$ cat src/rtl/core/assert_macros.svh
// ---------------------------------------------------------------------------
// assert_macros.svh
// Shared concurrent assertion macros (clocked on clk, disabled in reset).
// ---------------------------------------------------------------------------
`ifndef ASSERT_MACROS_SVH
`define ASSERT_MACROS_SVH

// Same-cycle implication
`define ACMM_ASSERT_IMP(lbl, ante, cons, msg) \
    lbl: assert property (@(posedge clk) disable iff (!rst_n) (ante) |-> (cons)) \
        else $error(msg);

// Next-cycle implication
`define ACMM_ASSERT_NXT(lbl, ante, cons, msg) \
    lbl: assert property (@(posedge clk) disable iff (!rst_n) (ante) |=> (cons)) \
        else $error(msg);

`endif

$ cat src/rtl/core/acmm_pkg.sv
// ---------------------------------------------------------------------------
// acmm_pkg
// Types, codes and layout helpers for the channel matrix mixer.
// ---------------------------------------------------------------------------
`default_nettype none

package acmm_pkg;

    // Fields carried per item
    localparam int NUM_FIELDS = 8;
    localparam int SAMPLE_W   = 32;
    localparam int SLOTS      = 8;

    // Register indexes
    localparam logic [1:0] REG_IN_CNT  = 2'd0;
    localparam logic [1:0] REG_OUT_CNT = 2'd1;
    localparam logic [1:0] REG_FMT     = 2'd2;

    // Sample format codes
    localparam logic [1:0] FMT_S16 = 2'd0;
    localparam logic [1:0] FMT_S32 = 2'd1;
    localparam logic [1:0] FMT_U8  = 2'd2;

    // Clamp limits
    localparam longint CLAMP_S16_LO = -64'sd32768;
    localparam longint CLAMP_S16_HI = 64'sd32767;
    localparam longint CLAMP_S32_LO = -64'sd2147483648;
    localparam longint CLAMP_S32_HI = 64'sd2147483647;
    localparam longint CLAMP_U8_LO  = 64'sd0;
    localparam longint CLAMP_U8_HI  = 64'sd255;

    // 1/sqrt(2) in Q30
    localparam longint INV_SQRT2_Q30 = 64'd759250125;

    // Kind of coefficient held by one matrix entry
    typedef enum logic [1:0] {
        COEF_ZERO,
        COEF_UNITY,
        COEF_CENTER,
        COEF_SURR
    } coef_code_t;

    // Status from the coefficient controller
    typedef struct packed {
        logic       busy;
        logic [1:0] fmt;
    } ctrl_status_t;

    // Per-stage load enables of the lanes
    typedef struct packed {
        logic en1;
        logic en2;
        logic en3;
    } lane_en_t;

    // Slot mask per channel count: L=0 R=1 C=2 LFE=3 Ls=4 Rs=5 Lb=6 Rb=7
    function automatic logic [7:0] layout_mask(input logic [3:0] cnt);
        logic [7:0] m;
        begin
            unique case (cnt)
                4'd1:    m = 8'h04;
                4'd2:    m = 8'h03;
                4'd3:    m = 8'h07;
                4'd4:    m = 8'h33;
                4'd5:    m = 8'h37;
                4'd6:    m = 8'h3F;
                4'd7:    m = 8'hF7;
                4'd8:    m = 8'hFF;
                default: m = 8'h00;
            endcase
            return m;
        end
    endfunction

    // Slot of the idx-th present channel
    function automatic logic [2:0] slot_of(input logic [7:0] mask, input logic [2:0] idx);
        logic [2:0] found;
        logic [3:0] n;
        begin
            found = 3'd0;
            n     = 4'd0;
            for (int s = 0; s < SLOTS; s++) begin
                if (mask[s]) begin
                    if (n == {1'b0, idx})
                        found = 3'(s);
                    n = n + 4'd1;
                end
            end
            return found;
        end
    endfunction

    // Downmix rule between output slot r and input slot s
    function automatic coef_code_t full_code(input logic [7:0] om, input logic [2:0] r,
                                             input logic [2:0] s);
        coef_code_t c;
        begin
            c = COEF_ZERO;
            if (om == 8'h04) begin
                // mono sum
                if (r == 3'd2) begin
                    if (s == 3'd0 || s == 3'd1)
                        c = COEF_UNITY;
                    else if (s == 3'd2)
                        c = COEF_CENTER;
                    else if (s != 3'd3)
                        c = COEF_SURR;
                end
            end else begin
                if (r == s)
                    c = COEF_UNITY;
                if (!om[2] && s == 3'd2 && (r == 3'd0 || r == 3'd1))
                    c = COEF_CENTER;
                if (!om[4] && ((r == 3'd0 && (s == 3'd4 || s == 3'd6)) ||
                               (r == 3'd1 && (s == 3'd5 || s == 3'd7))))
                    c = COEF_SURR;
                if (!om[6] && ((r == 3'd4 && s == 3'd6) || (r == 3'd5 && s == 3'd7)))
                    c = COEF_SURR;
            end
            return c;
        end
    endfunction

endpackage

`default_nettype wire

$ cat src/rtl/core/acmm_merge.sv
// ---------------------------------------------------------------------------
// acmm_merge
// Scales lane totals, truncates toward zero, clamps and holds the output.
// ---------------------------------------------------------------------------
`default_nettype none

module acmm_merge #(
    parameter int MAX_CHANNELS   = 8,
    parameter int COEF_FRAC_BITS = 16
) (
    input  wire logic                                    clk,
    input  wire logic                                    en,
    input  wire logic [1:0]                              fmt,
    input  wire logic [MAX_CHANNELS-1:0][COEF_FRAC_BITS+36:0] totals,
    input  wire logic                                    last_in,
    output logic [255:0]                                 data,
    output logic                                         last
);

    localparam int F     = COEF_FRAC_BITS;
    localparam int ACC_W = F + 37;
    localparam int QW    = ACC_W - F;

    logic [31:0]             out_reg [MAX_CHANNELS];
    logic                    last_reg;
    logic signed [QW-1:0]    lo, hi;
    logic signed [ACC_W-1:0] biased [MAX_CHANNELS];
    logic signed [QW-1:0]    q [MAX_CHANNELS];
    logic [31:0]             clamped [MAX_CHANNELS];

    // Clamp range
    always_comb
    begin
        unique case (fmt)
            acmm_pkg::FMT_S32:
            begin
                lo = QW'(acmm_pkg::CLAMP_S32_LO);
                hi = QW'(acmm_pkg::CLAMP_S32_HI);
            end
            acmm_pkg::FMT_U8:
            begin
                lo = QW'(acmm_pkg::CLAMP_U8_LO);
                hi = QW'(acmm_pkg::CLAMP_U8_HI);
            end
            default:
            begin
                lo = QW'(acmm_pkg::CLAMP_S16_LO);
                hi = QW'(acmm_pkg::CLAMP_S16_HI);
            end
        endcase
    end

    // Truncate toward zero, then clamp
    always_comb
    begin
        for (int o = 0; o < MAX_CHANNELS; o++) begin
            biased[o] = $signed(totals[o]) +
                        (totals[o][ACC_W-1] ? ACC_W'((64'd1 << F) - 64'd1) : ACC_W'(0));
            q[o] = biased[o][ACC_W-1:F];
            if (q[o] < lo)
                clamped[o] = lo[31:0];
            else if (q[o] > hi)
                clamped[o] = hi[31:0];
            else
                clamped[o] = q[o][31:0];
        end
    end

    always_ff @(posedge clk)
    begin
        if (en) begin
            for (int o = 0; o < MAX_CHANNELS; o++)
                out_reg[o] <= clamped[o];
            last_reg <= last_in;
        end
    end

    // Pack, channels past the lane count read zero
    always_comb
    begin
        data = '0;
        for (int o = 0; o < MAX_CHANNELS; o++)
            data[32*o +: 32] = out_reg[o];
    end

    assign last = last_reg;

endmodule

`default_nettype wire

$ cat config.mk
export PLATFORM = sky130hd
export DESIGN_NAME = acmm_merge
export DESIGN_NICKNAME = d
export VERILOG_FILES = /design/src/rtl/core/assert_macros.svh /design/src/rtl/core/acmm_pkg.sv /design/src/rtl/core/acmm_merge.sv
export SDC_FILE = /design/constraint.sdc
export NUM_CORES = 1
export LEC_CHECK = 0
export BUFFER_PORTS_ARGS = -buffer_cell sky130_fd_sc_hd__buf_2
export CAP_MARGIN = 20
export CORE_AREA = 3 3 267 269
export CTS_BUF_LIST = sky130_fd_sc_hd__clkbuf_16
export CTS_CLUSTER_DIAMETER = 40
export DETAILED_ROUTE_END_ITERATION = 8
export DIE_AREA = 0 0 270 272
export GPL_TIMING_DRIVEN = 0
export PLACE_DENSITY = 0.64
export SLEW_MARGIN = 40
export SYNTH_ARGS = -nofsm -noshare
export SYNTH_HDL_FRONTEND = slang
export SYNTH_SLANG_ARGS = --single-unit
$ cat constraint.sdc
create_clock -name clk -period 8.85 [get_ports clk]
set_input_delay 0.4425 -clock clk [delete_from_list [all_inputs] [get_ports clk]]
set_output_delay 0.4425 -clock clk [all_outputs]
set_load 0.02 [all_outputs]
==> reports/results.tsv <==
stage	metric	value	unit
grt	grt_usage	23.3	%
worst_hold_path	worstHoldPathType	input pin to register	
synth	synth_cell_types	100	
clocking	cts.repair.resized	0	
clocking	h-tree-depth	2	
floorplan	start_util	38.7	%
clocking	path_clk_slew	60	ps
worst_hold_path	holdPathEnd	out_reg[0][76]	
finish	fin_util	48.4	%
placement	place.gp.congestion	0.915	
job	cap_violations	0	
timing	slew_violations	0	
synth	seq_area_frac_synth	29.0	%
timing	fmax	0.135	GHz
placement	dp.cells	4540	
grt	grt_pass1_vias	23900	
timing	fin_crit	7410	ps
placement	detailed_place_hpwl	74200	µm
floorplan	die_w	270	µm
clocking	postCtsSetupBuffers	0	
worst_setup_path	cp_slowest_stage_delay	570	ps
finish	layoutNonFillerInstCount	4650	
grt	grtUsageMet1	28.5	%
route	drc	0	
synth	yosysWarnings	0	
grt	grt.overflow.total	0	
synth	synth_nets	3820	
floorplan	dieArea	73400	µm²
floorplan	fp-row-count	96	
synth	syn_area	26600	µm²
grt	use_met3	5.78	%
route	firstDrtPassIters	5	
clocking	cts_made_buffers	53	
synth	avgSynthCellArea	9.12	µm²
floorplan	die_h	272	µm
route	drtIter0Drc	1552	
grt	antenna_found_initial	23	
clocking	cts_root_buf	clkbuf_16	
worst_setup_path	cp-end-kind	register	
timing	relSlewSlack	47.8	%
finish	multi_input_area	18100	µm²
finish	fin_nets	4568	
route	wl_per_cell	19.3	µm
route	ant_nets	0	
synth	synth_top_area_share	29.0	%
worst_setup_path	cpMaxStageDelayCell	a211oi_1	
timing	fin_crit_sh	83.7	%
worst_setup_path	worstPathMaxFanout	18	
clocking	clock-sinks	257	
finish	drive_above_1_share	23.7	%
route	drt_wl_total	89500	µm
worst_setup_path	crit_path_frequent_cell	clkbuf_1	
power_and_ir_drop	ir_drop	0.148	mV
clocking	clk_path_buf_depth	3	
power_and_ir_drop	leakage	15.1	nW
worst_setup_path	critPathKind	input pin to register	
synth	synth_edf_count	257	
timing	rsz0062_at_grt	no	
synth	synth-seq-cells	257	
finish	nFillCells	6673	
synth	synth_area_leader_cell	edfxtp_1	
floorplan	core-area	68800	µm²
route	vias	25200	
grt	grt_pass1_wl	136000	µm
worst_setup_path	start_kind	input pin	
grt	grt_most_used_layer	met2	
timing	setup_viol	0	
placement	placed_cell_area	31500	µm²
timing	worst_slew_pin_slew	776	ps
synth	yosys-top-cells-area	edfxtp_1 29%, ha_1 22%, xnor2_1 5.7%, a21oi_1 4.2%, nor2_1 3.6%	
synth	ys.flop_type	edfxtp_1	
worst_setup_path	cp.required	9140	ps
placement	io_buffer_count	682	
finish	regArea	7720	µm²
clocking	cts_tree	done	
grt	grt_max_degree	73	
finish	largest_register_ffs	256	
synth	async_flop_share	0	%
status	status	complete, no violations	
finish	fin_area	33300	µm²
worst_setup_path	crit_chain	buf_2 -> ha_1 -> a21oi_1 -> o21ai_1 -> o21ai_0 -> a211oi_1 -> clkbuf_1 -> and2_1 -> clkbuf_1 -> and3_1 -> nand2_1 -> nor2_1 -> xnor2_1 -> inv_1 -> ha_1 -> nand4_1 -> or4_1 -> or4_1 -> nor4_1 -> o211ai_1 -> a31o_2 -> clkbuf_1 -> a211oi_1 -> nor2_1	
floorplan	num_io_pins	686	
finish	syn_to_final_growth	25.2	%
timing	hold_viol	0	
grt	grt_util_met2	40.4	%
worst_setup_path	arrival	7700	ps
route	avgViaCountPerCell	5.43	
worst_hold_path	min_path_cells	1	
power_and_ir_drop	powerDensity	158	nW/µm²
synth	netlist_instances	2917	
worst_hold_path	hold_start	en	
clocking	cts_hold_buffers	1	
## cells in the final DEF (no fill, tap or decap), types with 24 or more instances in the layout
master,n
o21ai_0,160
clkbuf_1,37
nor2_1,255
and2_1,24
clkbuf_16,53
a21o_1,106
inv_1,135
ha_1,473
nor3_1,45
and3_1,71
a211oi_1,44
buf_2,697
and4_1,33
nand4_1,110
xor2_1,99
nand3_1,120
nand2_1,217
xnor2_1,173
edfxtp_1,257
a21oi_1,222
o21ai_1,24
## worst max-delay path by stage
stage,cells past startpoint,endpoint,slack (ps),from
2_1_floorplan,15,out_reg[1][20],2270,fmt[0]
3_3_place_gp,17,out_reg[1][119],-520,fmt[0]
3_5_place_dp,24,out_reg[1][28],790,totals[264]
4_1_cts,24,out_reg[1][28],1400,totals[264]
5_1_grt,24,out_reg[1][30],1000,totals[264]
6_report,24,out_reg[1][18],1440,totals[264]
## per-stage QoR
step / worst slack (ps) / total power [W] / TNS, ps / hold WS (ps)
after floorplan: 2270 / 0.00261 / 0 / 541
after global placement: -521 / 0.00322 / -50110 / 621
after detailed placement: 788 / 0.00325 / 0 / 623
after CTS: 1400 / 0.00531 / 0 / 174
after global routing: 999 / 0.00554 / 0 / 194
final: 1440 / 0.00526 / 0 / 218
## layer usage
metal | wire [µm] | vias up | part of all wire (%)
met5 | 134 | - | 0.15
met4 | 2610 | 20 | 2.9
met3 | 6500 | 164 | 7.3
met2 | 42800 | 715 | 48
met1 | 37400 | 11800 | 42
li1 | - | 12600 | -
## logic make-up after synthesis
logic type / synth area share [%]
simple gates: 18.9
compound gates: 17.5
fa+ha+maj: 22.3
xor+xnor: 9.01
flops: 29.0
buf+inv: 2.94
mux: 0.367
## synthesized netlist by cell type, types with 5 or more instances
library cell	number
ha_1	474
edfxtp_1	257
nor2_1	255
a21oi_1	222
nand2_1	217
xnor2_1	173
o21ai_0	160
inv_1	133
nand3_1	120
nand4_1	110
a21o_1	106
xor2_1	99
and3_1	71
nor3_1	45
a211oi_1	44
clkbuf_1	40
and4_1	33
and2_1	24
o21ai_1	24
nor2b_1	20
nor4_1	19
o21a_1	19
a31oi_1	16
buf_2	16
or2_2	15
nand2b_1	13
o211ai_1	12
or4_1	10
a211o_1	8
a221oi_1	7
mux2i_1	7
o21bai_1	7
o31ai_1	7
o2111ai_1	6
a2111oi_0	5
a31o_2	5
o221ai_1	5
or3_1	5
## critical path, delay by kind of cell
family / cells / cell delay (ps)
xor gates and xnor gates: 1 / 210
buffers and inverters: 5 / 1480
and+or+nand+nor: 9 / 2630
adders and majority gates: 2 / 680
AOI/OAI and AO/OA: 7 / 2230
## power breakdown
part	internal, W	switching (W)	total (W)	leakage (nW)
clock network	0.00125	0.000772	0.00202	0.897
logic	0.000586	0.00103	0.00162	11.7
registers	0.00157	0.0000496	0.00162	2.50
## layout make-up
| class | instances | share of cell area (%) |
|---|---|---|
| antenna | 10 | 0.0751 |
| buffer | 61 | 0.849 |
| clock buffer | 53 | 3.98 |
| clock inverter | 46 | 1.45 |
| inverter | 134 | 1.55 |
| multi-input combinational | 2465 | 54.4 |
| sequential | 257 | 23.2 |
| tap | 931 | 3.50 |
| timing repair buffer | 693 | 11.1 |
Power figures use the tool's default switching activity.
